## config.mk

```make
export PLATFORM = sky130hd
export DESIGN_NAME = dfpa_front
export DESIGN_NICKNAME = d
export VERILOG_FILES = /design/src/rtl/core/dfpa_pkg.sv /design/src/rtl/core/dfpa_front.sv
export SDC_FILE = /design/constraint.sdc
export NUM_CORES = 1
export LEC_CHECK = 0
export ABC_AREA = 1
export BUFFER_PORTS_ARGS = -buffer_cell sky130_fd_sc_hd__buf_2
export CAP_MARGIN = 20
export CORE_AREA = 2 2 245 247
export DETAILED_ROUTE_END_ITERATION = 7
export DIE_AREA = 0 0 247 249
export REMOVE_ABC_BUFFERS = 1
export SETUP_SLACK_MARGIN = 0.5
export SYNTH_ARGS = -nofsm -noshare
export SYNTH_HDL_FRONTEND = slang
export SYNTH_SLANG_ARGS = --single-unit
```

## constraint.sdc

```tcl
create_clock -name clk -period 1.3 [get_ports clk]
set_clock_uncertainty 0.05 [all_clocks]
set_input_delay 0.26 -clock clk [delete_from_list [all_inputs] [get_ports clk]]
set_output_delay 0.26 -clock clk [all_outputs]
set_load 0.05 [all_outputs]
```

## src/rtl/core/dfpa_pkg.sv

```systemverilog
`timescale 1ns / 1ps
// ----------------------------------------------------------------------------
// dfpa_pkg
// Shared types, constants and helpers for the decimal fixed-point ALU.
// ----------------------------------------------------------------------------
package dfpa_pkg;

    localparam int FRAC_DIGITS_DEF = 4;
    localparam int INT_W           = 16;
    localparam int FRAC_W          = 15;
    localparam int CMD_W           = 3;
    localparam int ST_W            = 2;
    localparam int INT_MAX_MAG     = 32767;
    localparam int QUEUE_DEPTH     = 4;

    // operation codes
    localparam logic [CMD_W-1:0] CMD_ADD = 3'd0;
    localparam logic [CMD_W-1:0] CMD_SUB = 3'd1;
    localparam logic [CMD_W-1:0] CMD_MUL = 3'd2;
    localparam logic [CMD_W-1:0] CMD_DIV = 3'd3;
    localparam logic [CMD_W-1:0] CMD_EQ  = 3'd4;
    localparam logic [CMD_W-1:0] CMD_GT  = 3'd5;
    localparam logic [CMD_W-1:0] CMD_LT  = 3'd6;

    // status codes
    localparam logic [ST_W-1:0] ST_OK   = 2'd0;
    localparam logic [ST_W-1:0] ST_OVF  = 2'd1;
    localparam logic [ST_W-1:0] ST_DIV0 = 2'd2;

    // operation class decided by the front end
    typedef enum logic [2:0] {
        OP_ADDSUB,
        OP_MUL,
        OP_DIV,
        OP_DIVZ,
        OP_CMP,
        OP_NONE
    } op_class_t;

    // 10^n
    function automatic longint unsigned pow10(input int n);
        longint unsigned s;
        s = 1;
        for (int i = 0; i < n; i++) begin
            s = s * 10;
        end
        return s;
    endfunction

    // bits needed for a value
    function automatic int bits_for(input longint unsigned v);
        int b;
        b = 1;
        while ((v >> b) != 0) begin
            b++;
        end
        return b;
    endfunction

endpackage

```

## src/rtl/core/dfpa_front.sv

```systemverilog
`timescale 1ns / 1ps
// ----------------------------------------------------------------------------
// dfpa_front
// Accepts transactions, folds operands into scaled values and classifies them.
// Resolves add, subtract and compares into one registered descriptor.
// ----------------------------------------------------------------------------
module dfpa_front #(
    parameter int FRAC_DIGITS = dfpa_pkg::FRAC_DIGITS_DEF,
    parameter int VW          = 40
) (
    input  logic                              clk,
    input  logic                              rst_n,
    input  logic                              in_valid,
    input  logic [dfpa_pkg::CMD_W-1:0]        cmd,
    input  logic signed [dfpa_pkg::INT_W-1:0] a_int,
    input  logic signed [dfpa_pkg::FRAC_W-1:0] a_frac,
    input  logic signed [dfpa_pkg::INT_W-1:0] b_int,
    input  logic signed [dfpa_pkg::FRAC_W-1:0] b_frac,
    output logic                              d_valid,
    output dfpa_pkg::op_class_t               d_op,
    output logic                              d_neg,
    output logic [VW-1:0]                     d_am,
    output logic [VW-1:0]                     d_bm,
    output logic                              d_cmp
);

    localparam longint unsigned SCALE = dfpa_pkg::pow10(FRAC_DIGITS);

    logic signed [VW-1:0] a_v, b_v, r_v;
    logic                 valid_reg;
    dfpa_pkg::op_class_t  op_reg, op_next;
    logic                 neg_reg, neg_next, cmp_reg, cmp_next;
    logic [VW-1:0]        am_reg, am_next, bm_reg, bm_next;

    // scaled operands
    assign a_v = VW'(a_int) * $signed(VW'(SCALE)) + VW'(a_frac);
    assign b_v = VW'(b_int) * $signed(VW'(SCALE)) + VW'(b_frac);

    // classify
    always_comb
    begin
        r_v      = (cmd == dfpa_pkg::CMD_SUB) ? a_v - b_v : a_v + b_v;
        op_next  = dfpa_pkg::OP_NONE;
        cmp_next = 1'b0;
        neg_next = (a_v < 0) != (b_v < 0);
        am_next  = a_v < 0 ? -a_v : a_v;
        bm_next  = b_v < 0 ? -b_v : b_v;
        unique case (cmd)
            dfpa_pkg::CMD_ADD, dfpa_pkg::CMD_SUB:
            begin
                op_next  = dfpa_pkg::OP_ADDSUB;
                neg_next = r_v < 0;
                am_next  = r_v < 0 ? -r_v : r_v;
            end
            dfpa_pkg::CMD_MUL: op_next = dfpa_pkg::OP_MUL;
            dfpa_pkg::CMD_DIV:
                op_next = (b_v == 0) ? dfpa_pkg::OP_DIVZ : dfpa_pkg::OP_DIV;
            dfpa_pkg::CMD_EQ:
            begin
                op_next  = dfpa_pkg::OP_CMP;
                cmp_next = a_v == b_v;
            end
            dfpa_pkg::CMD_GT:
            begin
                op_next  = dfpa_pkg::OP_CMP;
                cmp_next = a_v > b_v;
            end
            dfpa_pkg::CMD_LT:
            begin
                op_next  = dfpa_pkg::OP_CMP;
                cmp_next = a_v < b_v;
            end
            default: op_next = dfpa_pkg::OP_NONE;
        endcase
    end

    // valid register
    always_ff @(posedge clk or negedge rst_n)
    begin
        if (!rst_n)
            valid_reg <= 1'b0;
        else
            valid_reg <= in_valid;
    end

    // descriptor register
    always_ff @(posedge clk)
    begin
        op_reg  <= op_next;
        neg_reg <= neg_next;
        cmp_reg <= cmp_next;
        am_reg  <= am_next;
        bm_reg  <= bm_next;
    end

    assign d_valid = valid_reg;
    assign d_op    = op_reg;
    assign d_neg   = neg_reg;
    assign d_am    = am_reg;
    assign d_bm    = bm_reg;
    assign d_cmp   = cmp_reg;

endmodule

```

Word level (Yosys, flattened, before mapping). Index checks and enable logic that the tools add are counted.

Flip-flop bits (word level): 86. Bits in latches: 0. Memory bits (writable): 0. Bits in read-only memories: 0. Memories: 0.

Add/sub/neg operators: 7. $mul: 2. Div/mod/pow operators: 0. $lt $le $gt $ge: 5. Eq/ne operators: 8. Shifts and indexed selects: 0. Mux-type cells: 9. Bitwise operators: 0. Reduce and logical (&&, ||, !) cells: 4.

Operators with widths (number): 40-bit two-way mux (5); 32-bit negation with 40-bit output (2); 31-bit by 15-bit adder with 32-bit output (2); 32-bit by 1-bit less-than comparator with 1-bit output, second input constant (2); 16-bit by 11-bit multiplier with 27-bit output, second input constant (2); 40-bit logical NOT (1); 40-bit by 1-bit less-than comparator with 1-bit output, second input constant (1); 40-bit negation (1); 32-bit by 32-bit adder with 33-bit output (1); 32-bit by 32-bit subtractor with 33-bit output (1); 32-bit == test (1); 32-bit > comparator (1); 32-bit less-than comparator (1); 3-bit one-hot mux with 4 select lines (1); 3-bit == test, second input constant (3); 3-bit by 2-bit == test with 1-bit output, second input constant (2); 3-bit by 1-bit == test with 1-bit output, second input constant (1); 3-bit logical NOT (1); 1-bit one-hot mux with 3 select lines (1); 3-bit OR reduction (1); 1-bit two-way mux (2); 2-bit OR reduction (1); 1-bit inequality test (1).

Depth between registers and ports, before layout.
Word-level depth: 7. Mapped depth: 54.

Worst setup path after synthesis. OpenSTA, ideal clock, no wires.

Kind: input to register. Start: input port a_int[4] (netlist bit). End: register am_reg[21] (netlist: d_am[21]). Setup time: 131 ps. Data arrival time: 7882 ps. Slack: -6763 ps. Stages: 49. Buffers on the path: 2. Path through: ha_1 -> ha_1 -> inv_1 -> fa_1 -> inv_1 -> fa_1 -> inv_1 -> fa_1 -> inv_1 -> ha_1 -> nand2_1 -> o21a_1 -> o21ai_0 -> a21oi_1 -> nor2_1 -> nor2_1 -> o21ai_0 -> nand3_1 -> [... 13 more ...] -> o21ai_0 -> or2_2 -> nand2_1 -> clkinv_1 -> clkbuf_1 -> ha_1 -> inv_1 -> nor3_1 -> o21ai_0 -> o311ai_0 -> a21oi_1 -> nand2_1 -> a21oi_1 -> o21bai_4 -> buf_2 -> nand3_1 -> nand3b_1 -> o21ai_0.

Longest elaborated chain between the ends: 7. Elaborated cells on any way between the ends: 12. Classes of those cells: add/sub: 5; mul: 1; order compare: 2; mux: 4.

RTL lines: from (decl) (line dfpa_front.sv:15) `input logic signed [dfpa_pkg::INT_W-1:0] a_int,`; 16-bit by 11-bit multiplier with 27-bit output * (line dfpa_front.sv:36) `assign a_v = VW'(a_int) * $signed(VW'(SCALE)) + VW'(a_frac);`; 31-bit by 15-bit adder with 32-bit output * (line dfpa_front.sv:36); 32-bit by 32-bit adder with 33-bit output / 32-bit by 32-bit subtractor with 33-bit output (equally long branches) (line dfpa_front.sv:42) `r_v = (cmd == dfpa_pkg::CMD_SUB) ? a_v - b_v : a_v + b_v;`; 40-bit two-way mux (line dfpa_front.sv:42); 40-bit negation / 40-bit by 1-bit less-than comparator with 1-bit output (equally long branches) (line dfpa_front.sv:53) `am_next = r_v < 0 ? -r_v : r_v;`; 40-bit two-way mux (line dfpa_front.sv:53); 40-bit two-way mux * (line dfpa_front.sv:48) `unique case (cmd)`; named net am_next[21] (line dfpa_front.sv:33) `logic [VW-1:0] am_reg, am_next, bm_reg, bm_next;`; to (signal assigned) (line dfpa_front.sv:92) `am_reg <= am_next;`; to (decl) (line dfpa_front.sv:33).

The timed path passes the listed nets; every way through them passes the cells marked *.

Final worst setup path.
Start: input port b_int[4] (netlist bit). End: register am_reg[6] (netlist: d_am[6]).

Longest elaborated chain between the ends: 7. Elaborated cells on any way between the ends: 8. Classes of those cells: add/sub: 3; mul: 1; order compare: 1; mux: 3.

RTL lines: from (decl) (line dfpa_front.sv:17) `input logic signed [dfpa_pkg::INT_W-1:0] b_int,`; 16-bit by 11-bit multiplier with 27-bit output * (line dfpa_front.sv:37) `assign b_v = VW'(b_int) * $signed(VW'(SCALE)) + VW'(b_frac);`; 31-bit by 15-bit adder with 32-bit output * (line dfpa_front.sv:37); 32-bit by 32-bit adder with 33-bit output / 32-bit by 32-bit subtractor with 33-bit output (equally long branches) (line dfpa_front.sv:42); 40-bit two-way mux * (line dfpa_front.sv:42); 40-bit by 1-bit less-than comparator with 1-bit output * (line dfpa_front.sv:53); 40-bit two-way mux * (line dfpa_front.sv:53); 40-bit two-way mux * (line dfpa_front.sv:48); named net am_next[6] (line dfpa_front.sv:33).

Marked as above.

==> flow_summary_export.csv <==
group,metric,value,unit
outcome,run_status,"complete, but fails checks",
outcome,violations_in_the_final_reports,"setup timing",
routing,drtAntennaViolNets,0,
floorplan,starting_utilization_of_the_core_area,29.77,%
synthesis,yosys-top-cells-area,"sky130_fd_sc_hd__ha_1 (21%), sky130_fd_sc_hd__nand2_1 (14%), sky130_fd_sc_hd__inv_1 (11%)",
clocking,clock_root_buffer,"sky130_fd_sc_hd__clkbuf_16",
synthesis,synth-async-reset-ratio,1.163,%
layout,layout_commonest_cell,"sky130_fd_sc_hd__buf_4",
setup_path,critical_path.max_stage_delay,0.53,ns
timing,maxSlewHeadroom,61.45,%
timing,period_needed,7.323,ns
timing,worst_pin_slew,0.5763,ns
synthesis,dominantRegCellSynth,"sky130_fd_sc_hd__dfxtp_1",
synthesis,synthesis.area,17470,µm²
routing,routed_via_density,4.687,
flow_run,drv.max_cap_violation_count,0,
synthesis,number_of_register_bits_inferred_by_synthesis,86,
placement,detailed_place_hpwl,50.94,mm
synthesis,postSynthCellCount,2680,
placement,globalplace.congestion,0.9829,
floorplan,die_y,249,µm
synthesis,synth_area_leader_cell,"sky130_fd_sc_hd__ha_1",
timing,final-max-slew-violation-count,0,
clocking,cts_tree,"done",
routing,via_count,20660,
routing,dr.pass1.iters,5,
timing,fin_crit_sh,563.3,%
layout,layout.filler_cells,5444,
synthesis,syn-mean-instance-area,6.519,µm²
routing,detail_route.wl_per_cell,14.84,µm
floorplan,boundaryPins,154,
setup_path,worst_ep_arrival_time,7.54,ns
layout,diodes,0,
routing,drtIter0Drc,1213,
setup_path,end_kind,"flop",
timing,final-setup-viol-count,67,
global_route,grt.total_usage,20.28,%
floorplan,die_area,61500,µm²
synthesis,yosys_warnings,0,
clocking,cts_buffer_depth,2,
global_route,grt_antenna_before_repair,0,
synthesis,synth_edf_count,0,
timing,unrepaired_setup_endpoints_after_global_routing,"yes",
global_route,grt_overflow,0,
floorplan,fp.coreArea,58690,µm²
routing,wl,65.42,mm
setup_path,crit_path_max_fanout,7,
global_route,grt_first_pass_wirelength,99.86,mm
global_route,grt_max_degree,41,
layout,layout-drive-gt1-share,41.47,%
floorplan,row_count,89,
layout,fin_nets,4089,
placement,port-buffer-count,153,
clocking,clkTransAtPathRegs,0.08,ns
setup_path,worstSetupPathType,"input pin to flop",
timing,achievable-frequency,136.6,MHz
timing,setup_slack,-6.023,ns
floorplan,die_width,247,µm
setup_path,start_kind,"input pin",
layout,area_growth,67.79,%
timing,timing.final.hold_violations,0,
layout,layout.cells.most_common_list,"sky130_fd_sc_hd__buf_4 (761), sky130_fd_sc_hd__nand2_1 (572), sky130_fd_sc_hd__inv_1 (463)",
global_route,first_global_vias,19730,
setup_path,critPathSlowestCell,"sky130_fd_sc_hd__fa_1",
synthesis,synth_top_area_share,21.41,%
clocking,cts.sinks,86,
min_path,hold_path.class,"input pin to flop",
clocking,numCtsBuffers,9,
routing,remaining_drc_errors,0,
synthesis,synth-seq-area-share,9.883,%
clocking,htree_num_levels,3,
synthesis,yosys.cell_types.count,56,
setup_path,timing.critical_path.required,1.51,ns
placement,place_worst_setup_slack,-6.924,ns
## repair_timing
action                                  in CTS  in global routing
buffers inserted                            57                 23
endpoints found under the setup margin     154                154
gates cloned                                 7                  0
pin swaps                                  171                137
hold buffers                                 2                  0
hold endpoints to repair                     2                  0
gates resized for setup                    708                252
## routing by layer
metal / share of wire, % / track usage (%) / vias to the layer above
met1: 44 / 26.30 / 9607
met2: 49 / 35.83 / 490
met3: 4.0 / 1.939 / 98
li1: - / - / 10460
met5: 0 / 0 / -
met4: 3.0 / 4.836 / 0
## worst paths after layout
check / start / endpoint / slack [ns] / depth (start not counted)
max: b_int[4] / d_am[6] / -6.02 / 51
min: b_frac[0] / d_bm[0] / 0.10 / 2
max in group asynchronous: rst_n / d_valid / 1.00 / 2
min in group asynchronous: rst_n / d_valid / 0.12 / 2
## metrics by stage
stage	setup TNS, ns	hold WS [ns]	cells	util (%)	instance area [µm²]
2_1_floorplan	-422.86	-0.08559	2660	-	17360
3_3_place_gp	-405.51	-0.01552	4302	41.79	24530
3_5_place_dp	-412.15	-0.01304	4302	41.79	24530
4_1_cts	-354.79	0.09827	4384	47.72	28010
5_1_grt	-390.28	0.1157	4407	49.95	29310
6_report	-369.80	0.1045	4407	49.95	29310
## cells in the mapped netlist (3+ instances only)
cell / n
sky130_fd_sc_hd__nand2_1: 651
sky130_fd_sc_hd__inv_2: 4
sky130_fd_sc_hd__o32ai_1: 3
sky130_fd_sc_hd__buf_4: 5
sky130_fd_sc_hd__a31o_2: 3
sky130_fd_sc_hd__xnor2_1: 24
sky130_fd_sc_hd__o21bai_1: 10
sky130_fd_sc_hd__o21ai_0: 99
sky130_fd_sc_hd__nand2_2: 6
sky130_fd_sc_hd__o211ai_1: 5
sky130_fd_sc_hd__nand3b_1: 8
sky130_fd_sc_hd__clkbuf_1: 14
sky130_fd_sc_hd__xor2_1: 89
sky130_fd_sc_hd__dfxtp_1: 85
sky130_fd_sc_hd__a21boi_0: 10
sky130_fd_sc_hd__clkinv_1: 3
sky130_fd_sc_hd__nand3_1: 202
sky130_fd_sc_hd__nor4_1: 10
sky130_fd_sc_hd__o22ai_1: 5
sky130_fd_sc_hd__a21oi_1: 163
sky130_fd_sc_hd__or2_2: 5
sky130_fd_sc_hd__o221ai_1: 3
sky130_fd_sc_hd__nand4_1: 41
sky130_fd_sc_hd__nand3_2: 4
sky130_fd_sc_hd__inv_1: 500
sky130_fd_sc_hd__nor2_1: 204
sky130_fd_sc_hd__nor3_1: 47
sky130_fd_sc_hd__o31ai_1: 4
sky130_fd_sc_hd__and2_1: 3
sky130_fd_sc_hd__buf_1: 4
sky130_fd_sc_hd__a21o_1: 7
sky130_fd_sc_hd__o21a_1: 4
sky130_fd_sc_hd__nor2_4: 4
sky130_fd_sc_hd__a31oi_1: 9
sky130_fd_sc_hd__ha_1: 299
sky130_fd_sc_hd__buf_2: 9
sky130_fd_sc_hd__o21ai_1: 13
sky130_fd_sc_hd__fa_1: 93
sky130_fd_sc_hd__nor2_2: 6
## critical path: cells and delay by family
kind	cells	cell delay, ns
simple gates	15	1.20
compound gates	13	1.70
buf+inv	14	1.54
xor+xnor	2	0.24
fa+ha+maj	7	2.58
## area by class of cell
cell class	instances	area [µm²]	area share, %
Clock buffer	9	225.2	0.7683
Tap cell	773	967.2	3.299
Sequential cell	86	1883	6.424
Inverter	508	1924	6.565
Clock inverter	7	73.82	0.2518
Timing Repair Buffer	956	8045	27.45
Multi-Input combinational cell	2068	16190	55.25
## sequential cells by signal, indices dropped and copies added (netlist names)
name     cells
d_bm        40
d_neg        1
d_op         3
d_cmp        1
d_valid      1
d_am        40
## cell families (layout without fill, tap and decap cells)
family / after synthesis / in the layout / share of synthesized area (%)
compound gates: 346 / 348 / 11.00
flops: 86 / 86 / 9.883
simple gates: 1199 / 1199 / 29.36
other cells: 1 / 14 / 0.02146
buf+inv: 541 / 1480 / 11.82
xor+xnor: 115 / 115 / 5.851
fa+ha+maj: 392 / 392 / 32.07
Power is left out: the tool's default activity adds up to more than one toggle a clock period on the data nets, which glitch-free logic cannot reach.
