`config.mk`:
```
export PLATFORM = sky130hd
export DESIGN_NAME = dfpa_queue
export DESIGN_NICKNAME = d
export VERILOG_FILES = /design/src/rtl/core/dfpa_pkg.sv /design/src/rtl/core/dfpa_queue.sv
export SDC_FILE = /design/constraint.sdc
export NUM_CORES = 1
export LEC_CHECK = 0
export BUFFER_PORTS_ARGS = -buffer_cell sky130_fd_sc_hd__buf_2
export CAP_MARGIN = 20
export CORE_ASPECT_RATIO = 1.75
export CORE_MARGIN = 2
export CORE_UTILIZATION = 47
export CTS_CLUSTER_SIZE = 25
export DETAILED_ROUTE_END_ITERATION = 7
export PLACE_DENSITY = 0.72
export SYNTH_ARGS = -nofsm -noshare
export SYNTH_HDL_FRONTEND = slang
export SYNTH_SLANG_ARGS = --single-unit
```
`constraint.sdc`:
```
create_clock -name clk -period 2.2 [get_ports clk]
set_clock_uncertainty 0.2 [all_clocks]
set_input_delay 0.22 -clock clk [delete_from_list [all_inputs] [get_ports clk]]
set_output_delay 0.22 -clock clk [all_outputs]
set_load 0.02 [all_outputs]
```
`src/rtl/core/dfpa_pkg.sv`:
```
`timescale 1ns / 1ps
// ----------------------------------------------------------------------------
// dfpa_pkg
// Shared types, constants and helpers for the decimal fixed-point ALU.
// ----------------------------------------------------------------------------
package dfpa_pkg;

    localparam int FRAC_DIGITS_DEF = 4;
    localparam int INT_W           = 16;
    localparam int FRAC_W          = 15;
    localparam int CMD_W           = 3;
    localparam int ST_W            = 2;
    localparam int INT_MAX_MAG     = 32767;
    localparam int QUEUE_DEPTH     = 4;

    // operation codes
    localparam logic [CMD_W-1:0] CMD_ADD = 3'd0;
    localparam logic [CMD_W-1:0] CMD_SUB = 3'd1;
    localparam logic [CMD_W-1:0] CMD_MUL = 3'd2;
    localparam logic [CMD_W-1:0] CMD_DIV = 3'd3;
    localparam logic [CMD_W-1:0] CMD_EQ  = 3'd4;
    localparam logic [CMD_W-1:0] CMD_GT  = 3'd5;
    localparam logic [CMD_W-1:0] CMD_LT  = 3'd6;

    // status codes
    localparam logic [ST_W-1:0] ST_OK   = 2'd0;
    localparam logic [ST_W-1:0] ST_OVF  = 2'd1;
    localparam logic [ST_W-1:0] ST_DIV0 = 2'd2;

    // operation class decided by the front end
    typedef enum logic [2:0] {
        OP_ADDSUB,
        OP_MUL,
        OP_DIV,
        OP_DIVZ,
        OP_CMP,
        OP_NONE
    } op_class_t;

    // 10^n
    function automatic longint unsigned pow10(input int n);
        longint unsigned s;
        s = 1;
        for (int i = 0; i < n; i++) begin
            s = s * 10;
        end
        return s;
    endfunction

    // bits needed for a value
    function automatic int bits_for(input longint unsigned v);
        int b;
        b = 1;
        while ((v >> b) != 0) begin
            b++;
        end
        return b;
    endfunction

endpackage

```
`src/rtl/core/dfpa_queue.sv`:
```
`timescale 1ns / 1ps
// ----------------------------------------------------------------------------
// dfpa_queue
// Short FIFO of classified descriptors between front end and back end.
// ----------------------------------------------------------------------------
module dfpa_queue #(
    parameter int W     = 8,
    parameter int DEPTH = dfpa_pkg::QUEUE_DEPTH
) (
    input  logic         clk,
    input  logic         rst_n,
    input  logic         wr_en,
    input  logic [W-1:0] wr_data,
    input  logic         rd_en,
    output logic [W-1:0] rd_data,
    output logic         empty,
    output logic         full
);

    localparam int AW = (DEPTH > 1) ? $clog2(DEPTH) : 1;

    logic [W-1:0]  mem_reg [DEPTH];
    logic [AW-1:0] wp_reg, rp_reg;
    logic [AW:0]   cnt_reg;

    // pointer and count control
    always_ff @(posedge clk or negedge rst_n)
    begin
        if (!rst_n)
        begin
            wp_reg  <= '0;
            rp_reg  <= '0;
            cnt_reg <= '0;
        end
        else
        begin
            if (wr_en)
                wp_reg <= (wp_reg == AW'(DEPTH - 1)) ? '0 : wp_reg + 1'b1;
            if (rd_en)
                rp_reg <= (rp_reg == AW'(DEPTH - 1)) ? '0 : rp_reg + 1'b1;
            cnt_reg <= cnt_reg + (AW+1)'(wr_en) - (AW+1)'(rd_en);
        end
    end

    // storage
    always_ff @(posedge clk)
    begin
        if (wr_en)
            mem_reg[wp_reg] <= wr_data;
    end

    assign rd_data = mem_reg[rp_reg];
    assign empty   = cnt_reg == '0;
    assign full    = cnt_reg == (AW+1)'(DEPTH);

endmodule

```
# Word-level counts from Yosys, hierarchy flattened
# Memories as Yosys holds them, arrays and structs flattened.
# Cells that the tools add are included.
totals:
  register_bits: 7
  ram_bits: 32
  out_inout_bits: 10
  mem_count: 1
mem_list:
  columns: ["name", "depth", "word_bits", "read_ports", "rd_ports_with_merged_regs", "wr", "line_no", "text"]
  rows:
  - ["mem_reg", 4, 8, 1, 0, 1, "dfpa_queue.sv:22", "logic [W-1:0] mem_reg [DEPTH];"]
op_classes:
  add_sub_neg: 4
  n_eq_ne: 3
  mux: 4
  reduce_logical: 1
op_table:
  columns: ["op", "count"]
  rows:
  - ["adder 2 x 1 -> 2 bit (second input constant)", 2]
  - ["equality test 2 bit (second input constant)", 2]
  - ["two-way mux 2 bit", 2]
  - ["adder 3 x 1 -> 3 bit", 1]
  - ["equality test 3 bit (second input constant)", 1]
  - ["logical NOT 3 bit", 1]
  - ["subtractor 3 x 1 -> 3 bit", 1]
  - ["two-way mux 1 bit", 2]

# Logic depth before layout (Yosys ltp)
# Gate-level depths: netlist of the first run.
logic_depth:
  depth_word: 2
  ltp_mapped: 7
  ltp_nobuf: 7

# Least setup slack after synthesis of the first run
# OpenSTA, ideal clock, no wires.
synth_path:
  kind: "flip-flop to flip-flop"
  from: "register cnt_reg[0]"
  to: "register cnt_reg[2]"
  arrival_time_ns: 1.450
  t_required_ns: 1.877
  setup_slack_ns: 0.427
  path_stages_with_launch: 8
  n_path_buf: 0
  synth_period_minus_slack_ns: 1.773
  cell_sequence: "dfrtp_1 > inv_1 > ha_1 > inv_1 > ha_1 > fa_1 > xnor2_1 > xnor2_1"
synth_via:
  elab_chain_len: 2
synth_rtl:
  columns: ["item", "line_no", "text"]
  rows:
  - ["start, declared", "dfpa_queue.sv:24", "logic [AW:0] cnt_reg;"]
  - ["start signal, assigned", "dfpa_queue.sv:41", "cnt_reg <= cnt_reg + (AW+1)'(wr_en) - (AW+1)'(rd_en);"]
  - ["adder 3 x 1 -> 3 bit", "dfpa_queue.sv:41", null]
  - ["subtractor 3 x 1 -> 3 bit", "dfpa_queue.sv:41", null]
# Every way passes these cells.
# A chain may end at the register's enable or synchronous reset.

# Worst setup path after layout of the first run
layout_path:
  from: "register rp_reg[0]"
  to: "output port rd_data[1]"
layout_via:
  elab_chain_len: 1
layout_rtl:
  columns: ["item", "line_no", "text"]
  rows:
  - ["start, declared", "dfpa_queue.sv:23", "logic [AW-1:0] wp_reg, rp_reg;"]
  - ["start signal, assigned", "dfpa_queue.sv:40", "rp_reg <= (rp_reg == AW'(DEPTH - 1)) ? '0 : rp_reg + 1'b1;"]
  - ["memory (4 x 8 bit)", null, null]
  - ["end, declared", "dfpa_queue.sv:15", "output logic [W-1:0] rd_data,"]
# Every way passes these cells.

==> impl_metrics.yaml, run 1 <==
synthesis:
  post-synth-top-count-cell: "sky130_fd_sc_hd__edfxtp_1"
  synth_top_cells_by_area: "sky130_fd_sc_hd__edfxtp_1 61%, sky130_fd_sc_hd__mux4_2 12%, sky130_fd_sc_hd__dfrtp_1 11%"
  yosys_warnings: 0
  synth_async_sr_flop_share_pct: 17.9
  synth_enable_flop_cells: 32
  postSynth.topFlopCell: "sky130_fd_sc_hd__edfxtp_1"
  syn-instance-count: 78
  synth_sequential_area_ratio_pct: 72.6
  synth_top_area_share_pct: 61.4
  synth_seq_cells: 39
  mappedNetlistNets: 98
  synthDistinctLibCells: 17
  synth_commonest_cells: "32 x sky130_fd_sc_hd__edfxtp_1, 8 x sky130_fd_sc_hd__mux4_2, 7 x sky130_fd_sc_hd__dfrtp_1, 7 x sky130_fd_sc_hd__ha_1, 6 x sky130_fd_sc_hd__inv_1"
  yosys.area.top_type: "sky130_fd_sc_hd__edfxtp_1"
  syn_area_um2: 1570
  avgSynthCellArea_um2: 20.1
flow_run:
  max_cap_violations: 0
route:
  vias_per_cell: 4.92
  drt_wl_total_um: 2420
  detail_route.drc_violations: 0
  detailedRoute.firstPassIterationCount: 2
  vias: 773
  detail_route.wl_per_cell_um: 15.4
  drt-initial-drc-count: 5
  antenna_violating_nets_remaining: 0
status:
  outcome: "finished, final reports clean"
place:
  gpl.final_weighted_congestion: 0.665
  dp_hpwl_um: 1670
  io_buffer_count: 21
  postPlaceCellArea_um2: 1710
timing:
  timing_worst_slew_pin_value_ns: 0.443
  fin_worst_hold_slack_ns: 0.00788
  tns_ns: 0
  worst_rel_slew_slack_pct: 70.5
  timing.final.hold_violations: 0
  rsz0062_at_grt: "false"
  final-setup-viol-count: 0
  maxSlewViolCount: 0
  min_period_ns: 2.00
  maximum_frequency_from_static_timing_analysis_ghz: 0.500
  period_share_pct: 90.8
power:
  static-leakage-power_nw: 0.734
  power_density_nw_per_um2: 1260
  worst_ir_drop_vdd_v: 0.000703
  finalPower_mw: 2.41
clocking:
  clk_path_buf_depth: 2
  cts_sinks: 39
  clkLatencyLatePin_ns: 0.29
  htreeDepth: 2
  cts_root_buf: "sky130_fd_sc_hd__clkbuf_8"
  cts_clk_pin_slew_worst_paths_ns: 0.07
  cts_tree: "built"
  cts_buffers: 5
floorplanning:
  dieHeight_um: 80.3
  fp.dieArea_um2: 3830
  start_util_pct: 49.3
  io_pins: 22
  rows: 27
  chipWidth_um: 47.6
  core_region_area_um2: 3180
finish:
  area.growth.synth_to_final_pct: 21.8
  layout-drive-gt1-share_pct: 34.2
  multi_input_comb_area_um2: 390
  largest_reg_flops: 32
  fillers: 266
  finalNetCount: 133
  layout.area.seq_um2: 1140
  antenna-diode-count: 0
  layout.cell_area.non_filler_um2: 1910
grt:
  grt_pass1_wl_um: 3930
  track_usage_pct: 15.5
  grt_start_max_net_pins: 13
  vias_in_the_first_global_route: 862
  antenna_violations_before_repair: 0
  globalRouteOverflowTotal: 0
critical_path:
  worstReg2RegStart: "cnt_reg[0]$_DFF_PN0_"
  worstPathArrival_ns: 1.58
  path_class: "reg2out"
  crit_fanout: 11
  setup.worst_path.start: "rp_reg[0]$_DFFE_PN0P_"
  reg2reg_setup_slack_ns: 0.32
  cp-endpoint: "rd_data[1]"
  cp-end-kind: "output port"
  worst_ep_required_time_ns: 1.78
  r2r_cells: 7
  r2r_end: "cnt_reg[2]$_DFF_PN0_"
  critical_path.startpoint_type: "register"
hold_path:
  path_category_of_the_worst_min_delay_check: "in2reg"
where the power goes:
| part | switching [mW] | leakage (nW) | internal [mW] |
|---|---|---|---|
| sequential | 0.141 | 0.376 | 0.975 |
| combinational | 0.368 | 0.303 | 0.353 |
| clock | 0.238 | 0.0556 | 0.332 |
| total | 0.746 | 0.734 | 1.66 |
how the worst min path moves through the flow:
stage	to	from	slack, ns	cells after the start
6_report	wp_reg[0]$_DFFE_PN0P_	wr_en	0.008	2
5_1_grt	rp_reg[1]$_DFFE_PN0P_	rd_en	0.02	2
4_1_cts	wp_reg[0]$_DFFE_PN0P_	wr_en	0.007	2
3_5_place_dp	cnt_reg[2]$_DFF_PN0_	rst_n	-0.14	1
3_3_place_gp	cnt_reg[2]$_DFF_PN0_	rst_n	-0.14	1
2_1_floorplan	cnt_reg[0]$_DFF_PN0_	rst_n	-0.28	0
layout by cell type, fill, tap and decap left out, types with 2 or more instances in the layout:
cell type                       Yosys  routed
sky130_fd_sc_hd__dlygate4sd3_1      0       9
sky130_fd_sc_hd__buf_2              1      21
sky130_fd_sc_hd__xnor2_1            2       2
sky130_fd_sc_hd__clkbuf_8           0       5
sky130_fd_sc_hd__mux2_2             2       2
sky130_fd_sc_hd__inv_1              6       6
sky130_fd_sc_hd__edfxtp_1          32      32
sky130_fd_sc_hd__ha_1               7       7
sky130_fd_sc_hd__dfrtp_1            7       6
sky130_fd_sc_hd__o21ai_0            2       2
sky130_fd_sc_hd__and2_1             4       4
sky130_fd_sc_hd__mux4_2             8       8
cell families (layout without fill, tap and decap cells):
logic type                 count (synthesis)  count (layout)  synth area share (%)
AOI/OAI and AO/OA                          2               2                 0.640
xor gates and xnor gates                   2               2                  1.12
adders and majority gates                  8               8                  6.87
buffers and inverters                      8              44                  2.48
DFF                                       39              39                  72.6
muxes                                     10              10                  12.9
and+or+nand+nor                            9               9                  3.36
final cells by class:
type / count / share of cell area [%]
Sequential cell: 39 / 59.6
Multi-Input combinational cell: 31 / 20.5
Timing Repair Buffer: 30 / 10.2
Clock buffer: 5 / 3.61
Tap cell: 43 / 2.82
Clock inverter: 3 / 2.03
Inverter: 6 / 1.18
worst max-delay path, cell delays in order, from the launching register on:
cell                      delay, ns
sky130_fd_sc_hd__dfrtp_2       0.58
sky130_fd_sc_hd__mux4_2        0.54
sky130_fd_sc_hd__buf_2         0.17
metrics by stage:
step	instances	worst slack, ns	utilization, %
5_1_grt	157	0.0972	60.0
3_5_place_dp	140	0.271	53.8
6_report	157	0.201	60.0
2_1_floorplan	78	0.427	-
4_1_cts	157	0.169	60.0
3_3_place_gp	140	0.326	53.8
repair_timing:
action                     in CTS  in global routing
resized for setup               1                  0
hold buffers                    9                  0
hold endpoints to repair       39                  0
setup buffers                   0                  0
setup endpoints to repair       8                  0
per-layer routing:
layer | up-vias | track usage, % | wire (um)
met3 | 5 | 4.72 | 91
met2 | 20 | 26.2 | 1370
met5 | - | 0 | 0
li1 | 363 | - | -
met4 | 0 | 8.11 | 55
met1 | 385 | 16.2 | 904
No activity file was read; power rests on OpenSTA's default activity.
==> run 2, diff against run 1 <==
==> constraint.sdc (replaced) <==
create_clock -name clk -period 2.2 [get_ports clk]
set_clock_uncertainty 0.2 [all_clocks]
set_input_delay 0.22 -clock clk [delete_from_list [all_inputs] [get_ports clk]]
set_output_delay 0.22 -clock clk [all_outputs]
set_load 0.01 [all_outputs]
==> run 2 against run 1 <==
Compared with the run above: wire length decreased by 0.83%; global-route usage down 0.18 points; largest cell class unchanged; final cell count stayed put; worst hold slack improved by 0.013 ns; critical endpoint is now rd_data[4]; sequential share of layout area shrank 0.77 points; clock power is 20% higher.
==> impl_metrics.yaml, run 2 (same netlist as run 1, synthesis figures left out) <==
grt:
  vias_in_the_first_global_route: 844
  grt_start_max_net_pins: 13
  grt_pass1_wl_um: 3910
  track_usage_pct: 15.3
  globalRouteOverflowTotal: 0
  antenna_violations_before_repair: 0
finish:
  finish.utilization_pct: 60.8
  layout.cell_area.non_filler_um2: 1930
  stdcell_count: 157
  fillers: 254
  multi_input_comb_area_um2: 390
  area.growth.synth_to_final_pct: 23.4
  final_common_cell: "sky130_fd_sc_hd__edfxtp_1"
  antenna-diode-count: 0
  layout.area.seq_um2: 1140
  finalNetCount: 133
  layout_common_cells: "32 x sky130_fd_sc_hd__edfxtp_1, 21 x sky130_fd_sc_hd__buf_2, 9 x sky130_fd_sc_hd__dlygate4sd3_1"
  layout-drive-gt1-share_pct: 34.2
  largest_reg_flops: 32
flow_run:
  max_cap_violations: 0
timing:
  tns_ns: 0
  worst_rel_slew_slack_pct: 69.9
  maxSlewViolCount: 0
  fin_worst_hold_slack_ns: 0.0204
  maximum_frequency_from_static_timing_analysis_ghz: 0.503
  post-route-worst-setup-slack_ns: 0.211
  period_share_pct: 90.4
  timing_worst_slew_pin_value_ns: 0.452
  final-setup-viol-count: 0
  timing.final.hold_violations: 0
  min_period_ns: 1.99
  rsz0062_at_grt: "false"
floorplanning:
  dieHeight_um: 80.3
  io_pins: 22
  fp.dieArea_um2: 3830
  start_util_pct: 49.3
  core_region_area_um2: 3180
  rows: 27
  chipWidth_um: 47.6
critical_path:
  worstPathArrival_ns: 1.57
  worst_path_max_delay_cell: "sky130_fd_sc_hd__dfrtp_2"
  crit_fanout: 11
  cp-end-kind: "output port"
  path_class: "reg2out"
  critPathTopFamily: "flip-flops"
  r2r_end: "cnt_reg[2]$_DFF_PN0_"
  critPathMaxStageDelay_ns: 0.58
  r2r_cells: 7
  reg2reg_setup_slack_ns: 0.29
  critical_path.startpoint_type: "register"
  worst_ep_required_time_ns: 1.78
  worstPathCellList: "mux4_2 -> buf_2"
  worstReg2RegStart: "cnt_reg[0]$_DFF_PN0_"
  critical_path.n_buffers_inverters: 1
route:
  vias: 784
  antenna_violating_nets_remaining: 0
  detail_route.drc_violations: 0
  detailedRoute.firstPassIterationCount: 4
  drt_wl_total_um: 2400
  vias_per_cell: 4.99
  detail_route.wl_per_cell_um: 15.3
  drt-initial-drc-count: 11
place:
  dp_worst_setup_slack_ns: 0.294
  gpl.final_weighted_congestion: 0.691
  placedCellCount: 140
  postPlaceCellArea_um2: 1710
  io_buffer_count: 21
  dp_hpwl_um: 1610
clocking:
  clkLatencyLatePin_ns: 0.28
  cts_root_buf: "sky130_fd_sc_hd__clkbuf_8"
  cts_tree: "built"
  htreeDepth: 2
  cts_sinks: 39
  clk_path_buf_depth: 2
  cts_buffers: 5
  cts_post_setup_buffers_inserted: 0
  cts_clk_pin_slew_worst_paths_ns: 0.07
hold_path:
  hold_depth: 2
  path_category_of_the_worst_min_delay_check: "in2reg"
  holdPathEnd: "rp_reg[1]$_DFFE_PN0P_"
  hold_path_startpoint: "rd_en"
status:
  outcome: "finished, final reports clean"
power:
  static-leakage-power_nw: 0.744
  finalPower_mw: 2.45
  power_density_nw_per_um2: 1270
  worst_ir_drop_vdd_v: 0.000952
## run 2: cell types whose count changed in the layout (fill, tap and decap cells not counted), sizes merged
cell    before  now
clkinv       2    0
clkbuf       5    6
bufinv       1    2
## run 2: final cells by class
cell class / instances / share of cell area, %
Inverter: 6 / 1.17
Tap cell: 43 / 2.78
Sequential cell: 39 / 58.9
Clock inverter: 2 / 3.11
Multi-Input combinational cell: 31 / 20.2
Clock buffer: 6 / 3.76
Timing Repair Buffer: 30 / 10.1
## run 2: worst max path at each step
stage,startpoint,cells past startpoint,end
final,rp_reg[0]$_DFFE_PN0P_,2,rd_data[4]
after global routing,rp_reg[0]$_DFFE_PN0P_,2,rd_data[4]
after CTS,rp_reg[0]$_DFFE_PN0P_,2,rd_data[3]
after detailed placement,cnt_reg[0]$_DFF_PN0_,7,cnt_reg[2]$_DFF_PN0_
after global placement,rp_reg[0]$_DFFE_PN0P_,2,rd_data[3]
after floorplan,cnt_reg[0]$_DFF_PN0_,7,cnt_reg[2]$_DFF_PN0_
## run 2: routing by layer
| layer | GRT usage [%] | vias to the layer above | part of all wire, % |
|---|---|---|---|
| met4 | 9.73 | 0 | 2.1 |
| met5 | 0 | - | 0 |
| met2 | 24.5 | 19 | 55 |
| met1 | 17.6 | 396 | 39 |
| met3 | 3.37 | 4 | 3.6 |
| li1 | - | 365 | - |
## run 2: timing repair
| action | 4_1_cts | 5_1_grt |
|---|---|---|
| resized for setup | 1 | 0 |
| hold buffers | 9 | 0 |
| endpoints found under the setup margin | 4 | 0 |
| endpoints found under the hold margin | 39 | 0 |
## run 2: report_power, final
group | internal (mW) | total [mW] | switching, mW
Sequential | 0.975 | 1.12 | 0.143
Combinational | 0.353 | 0.645 | 0.292
Clock | 0.453 | 0.686 | 0.233
## run 2: worst register-to-register path: cells and delay by family (launching register included)
kind	cells	cell delay [ns]
adders and majority gates	3	0.85
xor gates and xnor gates	2	0.34
buffers and inverters	2	0.09
DFF	1	0.35
==> run 3, diff against run 2 <==
--- a/config.mk
+++ b/config.mk
@@ -13,6 +13,7 @@
 export CTS_CLUSTER_SIZE = 25
 export DETAILED_ROUTE_END_ITERATION = 7
 export PLACE_DENSITY = 0.72
+export REMOVE_ABC_BUFFERS = 1
 export SYNTH_ARGS = -nofsm -noshare
 export SYNTH_HDL_FRONTEND = slang
 export SYNTH_SLANG_ARGS = --single-unit
==> run 3 against run 2 <==
Compared with the run above: first-iteration DRC count rose to 3.2 times the previous value; flip-flop and latch count stayed put; combinational power down 2%; power is 11% lower; wire length shrank 7.5%; critical path depth did not move; sequential power is essentially flat; worst hold slack improved by 0.0065 ns; via count is 3.3% lower.
==> impl_metrics.yaml, run 3 (same netlist as run 1, synthesis figures left out) <==
floorplanning:
  core_region_area_um2: 3180
  io_pins: 22
  rows: 27
  chipWidth_um: 47.6
  dieHeight_um: 80.3
  fp.dieArea_um2: 3830
  start_util_pct: 49.3
critical_path:
  path_class: "reg2out"
  cp-end-kind: "output port"
  worstPathArrival_ns: 1.53
  critical_path.startpoint_type: "register"
  worst_path_max_delay_cell: "sky130_fd_sc_hd__dfrtp_2"
  critPathMaxStageDelay_ns: 0.56
  worst_ep_required_time_ns: 1.78
  critical_path.n_buffers_inverters: 1
  worstPathCellList: "mux4_2 -> buf_2"
  critPathTopFamily: "flip-flops"
  crit_fanout: 11
grt:
  antenna_violations_before_repair: 0
  globalRouteOverflowTotal: 0
  grt_start_max_net_pins: 12
  track_usage_pct: 13.6
  grt_pass1_wl_um: 3430
  vias_in_the_first_global_route: 764
place:
  placedCellCount: 140
  dp_hpwl_um: 1600
  io_buffer_count: 21
  gpl.final_weighted_congestion: 0.639
finish:
  antenna-diode-count: 0
  layout-drive-gt1-share_pct: 33.3
  stdcell_count: 157
  finish.utilization_pct: 59.2
  layout_common_cells: "32 x sky130_fd_sc_hd__edfxtp_1, 21 x sky130_fd_sc_hd__buf_2, 9 x sky130_fd_sc_hd__dlygate4sd3_1"
  finalNetCount: 133
  final_common_cell: "sky130_fd_sc_hd__edfxtp_1"
  largest_reg_flops: 32
  area.growth.synth_to_final_pct: 20.1
clocking:
  clk_path_buf_depth: 2
  cts_buffers: 5
  cts_tree: "built"
  cts_post_setup_buffers_inserted: 0
  cts_clk_pin_slew_worst_paths_ns: 0.07
  cts_root_buf: "sky130_fd_sc_hd__clkbuf_8"
  clkLatencyLatePin_ns: 0.28
  htreeDepth: 2
  cts_sinks: 39
hold_path:
  path_category_of_the_worst_min_delay_check: "in2reg"
timing:
  worst_rel_slew_slack_pct: 71.1
  fin_worst_hold_slack_ns: 0.0269
  tns_ns: 0
  timing.final.hold_violations: 0
  maxSlewViolCount: 0
  final-setup-viol-count: 0
  min_period_ns: 1.95
  period_share_pct: 88.5
  rsz0062_at_grt: "false"
  timing_worst_slew_pin_value_ns: 0.433
  maximum_frequency_from_static_timing_analysis_ghz: 0.514
route:
  vias_per_cell: 4.83
  detail_route.wl_per_cell_um: 14.1
  drt-initial-drc-count: 35
  detail_route.drc_violations: 0
  vias: 758
  antenna_violating_nets_remaining: 0
  detailedRoute.firstPassIterationCount: 4
  drt_wl_total_um: 2220
flow_run:
  max_cap_violations: 0
power:
  power_density_nw_per_um2: 1160
  static-leakage-power_nw: 0.721
  worst_ir_drop_vdd_v: 0.000826
status:
  outcome: "finished, final reports clean"
-- run 3: where the power goes --
group          internal, mW  total, mW  switching (mW)
Combinational         0.352      0.635           0.282
Clock                 0.222      0.443           0.221
Sequential            0.976       1.11           0.133
Total                  1.55       2.19           0.636
-- run 3: final timing paths --
check                      cells past startpoint                   from                    end  slack [ns]
max reg2reg                                    7   cnt_reg[0]$_DFF_PN0_   cnt_reg[2]$_DFF_PN0_        0.34
min in group asynchronous                      2                  rst_n  wp_reg[1]$_DFFE_PN0P_        0.10
max                                            2  rp_reg[0]$_DFFE_PN0P_             rd_data[4]        0.25
max in group asynchronous                      2                  rst_n  rp_reg[0]$_DFFE_PN0P_        1.52
min                                            2                  wr_en  wp_reg[0]$_DFFE_PN0P_        0.03
min reg2reg                                    2   cnt_reg[1]$_DFF_PN0_   cnt_reg[2]$_DFF_PN0_        0.41
-- run 3: per-stage QoR --
stage               worst slack [ns]  area (um2)  total power [mW]
global placement               0.348        1710              1.72
detailed placement             0.327        1710              1.77
global route                   0.155        1880              2.33
floorplan                      0.427        1550              1.54
CTS                           0.0196        1880              2.22
finish                         0.253        1880              2.19
-- run 3: final cells by class --
class,instances,area (um2)
sequential,39,1140
timing repair buffer,30,195
clock inverter,1,5.00
inverter,6,22.5
multi-input combinational,31,390
fill,271,1290
clock buffer,7,76.3
tap,43,53.8
-- run 3: timing repair --
action,CTS,global route
resized for setup,0,1
endpoints found under the hold margin,39,0
setup endpoints to repair,0,8
hold buffers,9,0
-- run 3: per-layer routing --
metal | vias up | global-route usage, % | routed length (um)
li1 | 365 | - | -
met1 | 363 | 14.9 | 859
met2 | 25 | 22.8 | 1190
met3 | 5 | 5.39 | 123
met4 | 0 | 4.86 | 44
met5 | - | 0 | 0
